**config.mk**
```make
export PLATFORM = sky130hd
export DESIGN_NAME = servo_timed_linear_move_top
export DESIGN_NICKNAME = d
export VERILOG_FILES = /design/src/stm_pkg.sv /design/src/stm_cfg.sv /design/src/stm_track_mem.sv /design/src/stm_div.sv /design/src/servo_timed_linear_move_top.sv
export SDC_FILE = /design/constraint.sdc
export NUM_CORES = 2
export LEC_CHECK = 0
export BUFFER_PORTS_ARGS = -buffer_cell sky130_fd_sc_hd__clkbuf_2
export CORE_UTILIZATION = 68
export CTS_CLUSTER_SIZE = 20
export DETAILED_ROUTE_END_ITERATION = 8
export PLACE_DENSITY_LB_ADDON = 0.15
export SYNTH_ARGS = -nofsm -noshare
export SYNTH_HDL_FRONTEND = slang
export SYNTH_SLANG_ARGS = --single-unit
```
**constraint.sdc**
```tcl
create_clock -name clk -period 40.5 [get_ports clk]
set_input_delay 2.025 -clock clk [delete_from_list [all_inputs] [get_ports clk]]
set_output_delay 2.025 -clock clk [all_outputs]
set_load 0.005 [all_outputs]
```
**src/stm_pkg.sv**
```systemverilog
// Shared types and constants of the servo timed linear move block.
// Used by every module under src; depends on nothing.
package stm_pkg;

  localparam int ID_W       = 4;
  localparam int ANGLE_W    = 16;
  localparam int DIST_W     = 17;
  localparam int DUR_W      = 16;
  localparam int TIME_W     = 32;
  localparam int THR_W      = 8;
  localparam int GRACE_W    = 16;

  localparam int IN_DATA_W  = 88;
  localparam int OUT_DATA_W = 24;

  localparam int DIV_STEPS  = 17;
  localparam int NUM_W      = 34;
  localparam int DEN_W      = 17;
  localparam int DIV_CNT_W  = 5;

  localparam int CFG_ADDR_W = 3;
  localparam int CFG_DATA_W = 32;

  localparam logic FUNC_START    = 1'b0;
  localparam logic FUNC_FRAME    = 1'b1;

  localparam logic REG_THRESHOLD = 1'b0;
  localparam logic REG_GRACE     = 1'b1;

  localparam logic [THR_W-1:0]   THR_RESET   = 8'd3;
  localparam logic [GRACE_W-1:0] GRACE_RESET = 16'd25;

  typedef struct packed {
    logic [ANGLE_W-1:0] current;
    logic [ANGLE_W-1:0] start;
    logic [ANGLE_W-1:0] target;
    logic [DIST_W-1:0]  distance;
    logic [DUR_W-1:0]   duration;
    logic [TIME_W-1:0]  start_time;
    logic [TIME_W-1:0]  elapsed;
    logic [ANGLE_W-1:0] next;
  } track_entry_t;

  typedef struct packed {
    logic [THR_W-1:0]   threshold;
    logic [GRACE_W-1:0] grace;
  } cfg_t;

endpackage

```
**src/stm_cfg.sv**
```systemverilog
// Configuration registers behind the APB-style port.
// Depends on stm_pkg.
module stm_cfg import stm_pkg::*; (
  input  logic                  clk,
  input  logic                  rst_n,
  input  logic                  psel,
  input  logic                  penable,
  input  logic                  pwrite,
  input  logic [CFG_ADDR_W-1:0] paddr,
  input  logic [CFG_DATA_W-1:0] pwdata,
  output logic [CFG_DATA_W-1:0] prdata,
  output cfg_t                  cfg
);

  logic [THR_W-1:0]   thr_r;
  logic [GRACE_W-1:0] grace_r;

  always_ff @(posedge clk) begin
    if (!rst_n) begin
      thr_r   <= THR_RESET;
      grace_r <= GRACE_RESET;
    end else if (psel && penable && pwrite) begin
      unique case (paddr[2])
        REG_THRESHOLD: thr_r   <= pwdata[THR_W-1:0];
        REG_GRACE:     grace_r <= pwdata[GRACE_W-1:0];
        default:       thr_r   <= thr_r;
      endcase
    end
  end

  always_comb begin
    unique case (paddr[2])
      REG_THRESHOLD: prdata = {{(CFG_DATA_W-THR_W){1'b0}}, thr_r};
      REG_GRACE:     prdata = {{(CFG_DATA_W-GRACE_W){1'b0}}, grace_r};
      default:       prdata = '0;
    endcase
  end

  assign cfg.threshold = thr_r;
  assign cfg.grace     = grace_r;

endmodule

```
**src/stm_track_mem.sv**
```systemverilog
// Per-servo move table: one synchronous memory with a registered read port.
// Entries never written read as zero through a row of valid bits. Depends on stm_pkg.
module stm_track_mem import stm_pkg::*; #(
  parameter int DEPTH = 16,
  parameter int IW    = 4
) (
  input  logic         clk,
  input  logic         rst_n,
  input  logic         wr_en,
  input  logic [IW-1:0] wr_addr,
  input  track_entry_t wr_data,
  input  logic [IW-1:0] rd_addr,
  output track_entry_t rd_data
);

  track_entry_t     mem [DEPTH];
  logic [DEPTH-1:0] valid_r;
  track_entry_t     rd_data_r;

  always_ff @(posedge clk) begin
    if (!rst_n) begin
      valid_r <= '0;
    end else if (wr_en) begin
      valid_r[wr_addr] <= 1'b1;
    end
  end

  always_ff @(posedge clk) begin
    if (wr_en) begin
      mem[wr_addr] <= wr_data;
    end
    rd_data_r <= valid_r[rd_addr] ? mem[rd_addr] : '0;
  end

  assign rd_data = rd_data_r;

endmodule

```
**src/stm_div.sv**
```systemverilog
// Restoring divider, one quotient bit per cycle, for the move interpolation.
// The quotient is known to fit DIV_STEPS bits. Depends on stm_pkg.
module stm_div import stm_pkg::*; (
  input  logic                 clk,
  input  logic                 rst_n,
  input  logic                 start,
  input  logic [NUM_W-1:0]     num,
  input  logic [DEN_W-1:0]     den,
  output logic                 done,
  output logic [DIV_STEPS-1:0] quot
);

  logic                 busy_r;
  logic                 done_r;
  logic [DIV_CNT_W-1:0] cnt_r;
  logic [DEN_W-1:0]     rem_r;
  logic [DEN_W-1:0]     den_r;
  logic [DIV_STEPS-1:0] sh_r;
  logic [DEN_W:0]       trial;
  logic [DEN_W:0]       shifted;

  assign shifted = {rem_r, sh_r[DIV_STEPS-1]};
  assign trial   = shifted - {1'b0, den_r};

  always_ff @(posedge clk) begin
    if (!rst_n) begin
      busy_r <= 1'b0;
      done_r <= 1'b0;
      cnt_r  <= '0;
    end else begin
      done_r <= 1'b0;
      if (start) begin
        busy_r <= 1'b1;
        cnt_r  <= '0;
      end else if (busy_r) begin
        cnt_r <= cnt_r + 1'b1;
        if (cnt_r == DIV_CNT_W'(DIV_STEPS - 1)) begin
          busy_r <= 1'b0;
          done_r <= 1'b1;
        end
      end
    end
  end

  always_ff @(posedge clk) begin
    if (start) begin
      rem_r <= num[NUM_W-1:DIV_STEPS];
      sh_r  <= num[DIV_STEPS-1:0];
      den_r <= den;
    end else if (busy_r) begin
      if (trial[DEN_W]) begin
        rem_r <= shifted[DEN_W-1:0];
        sh_r  <= {sh_r[DIV_STEPS-2:0], 1'b0};
      end else begin
        rem_r <= trial[DEN_W-1:0];
        sh_r  <= {sh_r[DIV_STEPS-2:0], 1'b1};
      end
    end
  end

  assign done = done_r;
  assign quot = sh_r;

endmodule

```
**src/servo_timed_linear_move_top.sv**
```systemverilog
// Servo timed linear move block: top level with the sequencing state machine.
// Depends on stm_pkg, stm_cfg, stm_track_mem and stm_div.
//
// Usage: each input word carries one command for one servo. tuser selects a
// start of a move (0) or a frame step (1); tdata holds the servo index,
// target angle, duration, measured angle and the current millisecond time.
// Every input word produces exactly one output word with the servo index, its
// commanded angle and the moving, updated, finished and any-moving flags.
// One word is processed at a time. A word that needs an interpolation goes
// through the read, evaluate, multiply, divide and done states, and waits in
// the divide state while the serial divider forms the quotient bit by bit;
// all other words go from evaluate straight to done. The next word is accepted
// in the cycle after the previous result enters the output register.
// If the receiver stalls, the result waits in the output register and the
// block stops after finishing at most one further word.
// After reset the table reads as all zero, no servo is moving, and the
// threshold and grace registers hold 3 and 25. Configuration writes are
// taken in any cycle and should be made while the block is idle.
module servo_timed_linear_move_top import stm_pkg::*; #(
  parameter int SERVOS = 16
) (
  input  logic                  clk,
  input  logic                  rst_n,
  // in_tdata: servo_id, target_angle, move_duration, current_angle, now_ms
  input  logic [IN_DATA_W-1:0]  in_tdata,
  // in_tuser: func
  input  logic                  in_tuser,
  input  logic                  in_tvalid,
  output logic                  in_tready,
  // out_tdata: servo_echo, next_angle, moving, updated, finished, any_moving
  output logic [OUT_DATA_W-1:0] out_tdata,
  output logic                  out_tvalid,
  input  logic                  out_tready,
  input  logic                  cfg_psel,
  input  logic                  cfg_penable,
  input  logic                  cfg_pwrite,
  input  logic [CFG_ADDR_W-1:0] cfg_paddr,
  input  logic [CFG_DATA_W-1:0] cfg_pwdata,
  output logic [CFG_DATA_W-1:0] cfg_prdata,
  output logic                  cfg_pready
);

  localparam int DEPTH = (SERVOS < (1 << ID_W)) ? SERVOS : (1 << ID_W);
  localparam int IW    = (DEPTH > 1) ? $clog2(DEPTH) : 1;
  localparam logic [7:0] SERVOS_W = 8'(SERVOS);

  typedef enum logic [2:0] {S_IDLE, S_READ, S_EVAL, S_MUL, S_DIV, S_DONE} state_t;

  state_t                   state_r;
  logic                     func_r;
  logic [ID_W-1:0]          id_r;
  logic [ANGLE_W-1:0]       tgt_r;
  logic [DUR_W-1:0]         dur_r;
  logic [ANGLE_W-1:0]       cur_r;
  logic [TIME_W-1:0]        now_r;
  track_entry_t             entry_r;
  logic [2*ANGLE_W-1:0]     prod_r;
  logic                     neg_r;
  logic                     mov_r;
  logic                     upd_r;
  logic                     fin_r;
  logic [DEPTH-1:0]         moving_r;
  logic                     out_tvalid_r;
  logic [OUT_DATA_W-1:0]    out_tdata_r;

  cfg_t                     cfg;
  track_entry_t             rd_entry;
  logic [IW-1:0]            addr;
  logic                     id_ok;
  logic                     moving_cur;
  logic                     slot_free;
  logic                     mem_we;
  logic [DEPTH-1:0]         moving_upd;

  track_entry_t             ev_entry;
  logic                     ev_mov;
  logic                     ev_upd;
  logic                     ev_fin;
  logic                     ev_div;
  logic [DIST_W-1:0]        diff;
  logic [DIST_W-1:0]        abs_diff;
  logic [DIST_W-1:0]        limit;
  logic [DIST_W-1:0]        mag;
  logic [DUR_W-1:0]         e_min;
  logic [2*ANGLE_W-1:0]     prod_nxt;

  logic                     div_start;
  logic                     div_done;
  logic [DIV_STEPS-1:0]     div_quot;
  logic [NUM_W-1:0]         div_num;
  logic [DEN_W-1:0]         div_den;
  logic [ANGLE_W-1:0]       step;

  assign addr       = id_r[IW-1:0];
  assign id_ok      = {{(8-ID_W){1'b0}}, id_r} < SERVOS_W;
  assign moving_cur = id_ok && moving_r[addr];
  assign slot_free  = !out_tvalid_r || out_tready;
  assign mem_we     = (state_r == S_DONE) && slot_free && id_ok;
  assign in_tready  = (state_r == S_IDLE);
  assign cfg_pready = 1'b1;

  stm_cfg u_cfg (
    .clk     (clk),
    .rst_n   (rst_n),
    .psel    (cfg_psel),
    .penable (cfg_penable),
    .pwrite  (cfg_pwrite),
    .paddr   (cfg_paddr),
    .pwdata  (cfg_pwdata),
    .prdata  (cfg_prdata),
    .cfg     (cfg)
  );

  stm_track_mem #(
    .DEPTH (DEPTH),
    .IW    (IW)
  ) u_mem (
    .clk     (clk),
    .rst_n   (rst_n),
    .wr_en   (mem_we),
    .wr_addr (addr),
    .wr_data (entry_r),
    .rd_addr (addr),
    .rd_data (rd_entry)
  );

  assign div_start = (state_r == S_MUL);
  assign div_num   = {1'b0, prod_r, 1'b0} + {{(NUM_W-DUR_W){1'b0}}, entry_r.duration};
  assign div_den   = {entry_r.duration, 1'b0};

  stm_div u_div (
    .clk   (clk),
    .rst_n (rst_n),
    .start (div_start),
    .num   (div_num),
    .den   (div_den),
    .done  (div_done),
    .quot  (div_quot)
  );

  assign step = neg_r ? (~div_quot[ANGLE_W-1:0] + 1'b1) : div_quot[ANGLE_W-1:0];

  always_comb begin
    diff     = {cur_r[ANGLE_W-1], cur_r} - {rd_entry.target[ANGLE_W-1], rd_entry.target};
    abs_diff = diff[DIST_W-1] ? (~diff + 1'b1) : diff;
    limit    = {1'b0, rd_entry.duration} + {1'b0, cfg.grace};
    mag      = rd_entry.distance[DIST_W-1] ? (~rd_entry.distance + 1'b1) : rd_entry.distance;
    e_min    = (rd_entry.elapsed < {{(TIME_W-DUR_W){1'b0}}, rd_entry.duration}) ?
               rd_entry.elapsed[DUR_W-1:0] : rd_entry.duration;
    prod_nxt = (2*ANGLE_W)'(mag[ANGLE_W-1:0]) * (2*ANGLE_W)'(e_min);
    ev_entry = rd_entry;
    ev_mov   = moving_cur;
    ev_upd   = 1'b0;
    ev_fin   = 1'b0;
    ev_div   = 1'b0;
    if (!id_ok) begin
      ev_mov = 1'b0;
    end else if (func_r == FUNC_START) begin
      ev_entry.start      = rd_entry.current;
      ev_entry.target     = tgt_r;
      ev_entry.distance   = {tgt_r[ANGLE_W-1], tgt_r} -
                            {rd_entry.current[ANGLE_W-1], rd_entry.current};
      ev_entry.duration   = dur_r;
      ev_entry.start_time = now_r;
      ev_entry.elapsed    = '0;
      ev_mov              = 1'b1;
    end else begin
      ev_entry.current = cur_r;
      if (moving_cur) begin
        if ((abs_diff < {{(DIST_W-THR_W){1'b0}}, cfg.threshold}) ||
            (rd_entry.elapsed > {{(TIME_W-DIST_W){1'b0}}, limit})) begin
          ev_mov = 1'b0;
          ev_fin = 1'b1;
        end else begin
          ev_upd           = 1'b1;
          ev_entry.elapsed = now_r - rd_entry.start_time;
          if (rd_entry.duration == '0) begin
            ev_entry.next = rd_entry.start + rd_entry.distance[ANGLE_W-1:0];
          end else begin
            ev_div = 1'b1;
          end
        end
      end
    end
  end

  always_comb begin
    moving_upd = moving_r;
    if (id_ok) begin
      moving_upd[addr] = mov_r;
    end
  end

  always_ff @(posedge clk) begin
    if (!rst_n) begin
      state_r      <= S_IDLE;
      moving_r     <= '0;
      out_tvalid_r <= 1'b0;
    end else begin
      if (out_tready && (state_r != S_DONE)) begin
        out_tvalid_r <= 1'b0;
      end
      unique case (state_r)
        S_IDLE: begin
          if (in_tvalid) begin
            func_r  <= in_tuser;
            id_r    <= in_tdata[3:0];
            tgt_r   <= in_tdata[19:4];
            dur_r   <= in_tdata[35:20];
            cur_r   <= in_tdata[51:36];
            now_r   <= in_tdata[83:52];
            state_r <= S_READ;
          end
        end
        S_READ: begin
          state_r <= S_EVAL;
        end
        S_EVAL: begin
          entry_r <= ev_entry;
          mov_r   <= ev_mov;
          upd_r   <= ev_upd;
          fin_r   <= ev_fin;
          prod_r  <= prod_nxt;
          neg_r   <= rd_entry.distance[DIST_W-1];
          state_r <= ev_div ? S_MUL : S_DONE;
        end
        S_MUL: begin
          state_r <= S_DIV;
        end
        S_DIV: begin
          if (div_done) begin
            entry_r.next <= entry_r.start + step;
            state_r      <= S_DONE;
          end
        end
        S_DONE: begin
          if (slot_free) begin
            if (id_ok) begin
              moving_r[addr] <= mov_r;
            end
            out_tvalid_r <= 1'b1;
            out_tdata_r  <= {|moving_upd, fin_r, upd_r, mov_r,
                             id_ok ? entry_r.next : {ANGLE_W{1'b0}}, id_r};
            state_r      <= S_IDLE;
          end
        end
        default: state_r <= S_IDLE;
      endcase
    end
  end

  assign out_tvalid = out_tvalid_r;
  assign out_tdata  = out_tdata_r;

  a_fin_not_moving: assert property (@(posedge clk) disable iff (!rst_n)
    (out_tvalid && out_tdata[22]) |-> !out_tdata[20])
    else $error("finished word reports servo still moving");

  a_upd_fin_excl: assert property (@(posedge clk) disable iff (!rst_n)
    out_tvalid |-> !(out_tdata[21] && out_tdata[22]))
    else $error("updated and finished both set");

  a_any_moving: assert property (@(posedge clk) disable iff (!rst_n)
    (out_tvalid && out_tdata[20]) |-> out_tdata[23])
    else $error("moving servo not reflected in any_moving");

  a_one_at_a_time: assert property (@(posedge clk) disable iff (!rst_n)
    (in_tvalid && in_tready) |=> !in_tready)
    else $error("second word accepted while one is in work");

  a_div_in_state: assert property (@(posedge clk) disable iff (!rst_n)
    div_done |-> (state_r == S_DIV))
    else $error("divider finished outside the divide state");

endmodule

```
==> reports/results.tsv <==
metric	value	unit
run_status	completed	
start_kind	flop	
syn_avg_cell_area	18.2	um^2
grt_max_degree	150	
row_count	162	
cts_buffers	321	
io-pin-count	190	
ys_seq_area_share	68.9	%
ys_warn_count	0	
die_w	447	um
worstRegToRegCells	27	
insertion_delay	0.96	ns
setup_ws	31.30	ns
ys_types	77	
globalplace.congestion	0.948	
power	0.00683	W
drive_above_1_share	20.9	%
rsz0062_at_grt	false	
syn_inst	7385	
cts_buffer_depth	4	
hold_path_class	flop to flop	
synth.cell_area	134000	um^2
placed_cells	10005	
ys.flop_type	edfxtp_1	
cts_setup_buffers	0	
pre_cts_slack	31.53	ns
synth-edff-count	2932	
cts-resized-gates	0	
viasPerCell	6.89	
tightest_slew	1.23	ns
firstDrtPassIters	6	
ys_ff_latch	3160	
post-route-period-util	22.7	%
p_per_area	45.9	nW/um^2
clock-sinks	3160	
drc	0	
worstPathMaxFanout	26	
dpl.hpwl	189000	um
dieHeight	447	um
grt_pass1_vias	73858	
drtIter0Drc	9038	
slew_viol_final	0	
finalWirelength	346000	um
layout_min_cycle_time	9.20	ns
core_area	196000	um^2
cp.required	41.20	ns
endpoint	prod_r[24]	
hp-start	u_mem.valid_r[14]	
overflow	0	
final_nets	8325	
worstSetupEndpointType	flop	
rrSetupSlack	31.30	ns
final_common_cell	edfxtp_1	
r2r-end	prod_r[24]	
peakVddDrop	0.0539	mV
dieArea	200000	um^2
max-slew-margin-rel	17.2	%
cts_tree	built	
fin_util	76.1	%
async_flop_share	0	%
start_util	68.7	%
drv_cap	0	
r2r-start	u_mem.rd_data[35]	
crit_start	u_mem.rd_data[35]	
max_freq	109	MHz
critPathKind	flop to flop	
power.leakage	50.5	nW
grt.total_usage	35.3	%
hold_violations	0	
cts_max_level	5	
drtAntennaViolNets	0	
cts_hold_buf	0	
tns	0	ns
vias	72860	
clkTransAtPathRegs	0.06	ns
io_buffer_count	150	
stdcell_count	10574	
fin_skew	0.0765	ns
cp.arrival	9.89	ns
antenna_found_initial	9	
routedWlPerCell	32.7	um
layout_common_cells	edfxtp_1 (2932), mux4_2 (814), nand2_1 (493)	
grt_pass1_wl	498000	um
cts_root_buf	clkbuf_16	
syn_to_final_growth	10.7	%
finalSetupViolations	0	
-- critical path, cell delays in order, from the launching register on --
cell and delay [ns]:
dfxtp_1 0.33, nor4_1 0.53, nand4_1 0.68, a2111oi_0 0.61
o211ai_1 0.16, buf_4 0.29, mux2_2 0.46, nand2_1 0.13
fa_1 0.56, fa_1 0.58, fa_1 0.46, fa_1 0.54
inv_1 0.05, fa_1 0.47, inv_1 0.05, fa_1 0.48
inv_1 0.04, ha_1 0.33, a21o_1 0.21, o311a_1 0.28
o21ai_0 0.18, a21oi_1 0.10, nor4b_1 0.48, o31ai_1 0.25
nand2_1 0.11, o21ai_0 0.08, a211o_1 0.29, and3_1 0.18
-- flip-flops by register name (all words and copies together) (netlist names), 17 cells and up --
name,count
entry_r,145
now_r,32
out_tdata,24
prod_r,32
u_div.quot,17
u_div.rem_r,17
u_mem.mem,2576
u_mem.rd_data,161
-- cell families after synthesis --
family,Yosys count,synth area share [%]
AO/OA/AOI/OAI,616,3.01
XOR/XNOR,192,1.26
adder cells (fa/ha/maj),490,5.69
buffers and inverters,708,2.03
flip-flops,3160,68.9
multiplexers,945,14.7
other,2,0.00559
AND/OR/NAND/NOR,1272,4.44
-- how the worst min path moves through the flow --
stage / end / cells after the start
finish: u_mem.valid_r[14] / 1
detailed placement: u_mem.valid_r[6] / 1
global route: u_mem.valid_r[15] / 1
floorplan: out_tdata[21] / 0
CTS: u_mem.valid_r[15] / 1
global placement: u_mem.valid_r[14] / 1
-- through the flow --
step	hold slack (ns)	instance area [um^2]
4_1_cts	0.465	149000
5_1_grt	0.478	149000
3_3_place_gp	0.441	139000
3_5_place_dp	0.450	139000
6_report	0.463	149000
2_1_floorplan	0.400	135000
-- cell type report --
class / count / area, um^2
repair buffers: 293 / 2060
clock inverters: 130 / 1110
flip-flops and latches: 3160 / 92600
inverters: 396 / 1490
clock buffers: 435 / 8890
diodes: 4 / 10.0
fillers: 10467 / 46800
well taps: 2624 / 3280
multi-input cells: 3532 / 39300
-- metal layers --
layer / up-vias / routed length (um) / global-route usage, %
met1: 37696 / 124000 / 47.5
met3: 934 / 34900 / 6.24
met2: 4773 / 167000 / 56.0
met4: 0 / 20900 / 18.8
li1: 29457 / - / -
met5: - / 0 / 0
-- synthesized netlist by cell type, types with 6 or more instances --
library cell | number | area, um^2
nand3b_1 | 6 | 45.0
and2_1 | 25 | 156
clkbuf_1 | 218 | 818
a211oi_1 | 22 | 165
mux2i_1 | 49 | 490
and3_1 | 22 | 138
nor4_1 | 17 | 106
a31oi_1 | 22 | 138
nor2_1 | 269 | 1010
or3_1 | 26 | 163
a21oi_1 | 129 | 646
xnor2_1 | 129 | 1130
nor3b_1 | 6 | 45.0
a21o_1 | 53 | 398
buf_1 | 71 | 267
or2_2 | 12 | 75.1
xor2_1 | 62 | 543
o21a_1 | 43 | 323
dfxtp_1 | 228 | 4560
nand2b_1 | 46 | 288
o21ai_0 | 139 | 696
o211ai_1 | 19 | 143
mux4_2 | 814 | 18300
o31ai_1 | 41 | 308
ha_1 | 288 | 3600
fa_1 | 202 | 4040
a211o_1 | 12 | 105
nand2_1 | 493 | 1850
nand3_1 | 64 | 320
mux2_2 | 81 | 912
nor2b_1 | 193 | 1210
o311ai_0 | 8 | 70.1
buf_4 | 17 | 128
o21bai_1 | 15 | 113
o2111ai_1 | 9 | 78.8
inv_1 | 396 | 1490
a21boi_0 | 45 | 338
nor3_1 | 58 | 290
a2111oi_0 | 7 | 61.3
nand4_1 | 15 | 93.8
edfxtp_1 | 2932 | 88000
-- power breakdown --
| part | internal (W) | total (W) | switching, W |
|---|---|---|---|
| Sequential | 0.00356 | 0.00359 | 0.0000325 |
| Clock | 0.00165 | 0.00285 | 0.00121 |
| Combinational | 0.000167 | 0.000394 | 0.000226 |
| Total | 0.00537 | 0.00683 | 0.00146 |
Power figures use the tool's default switching activity.
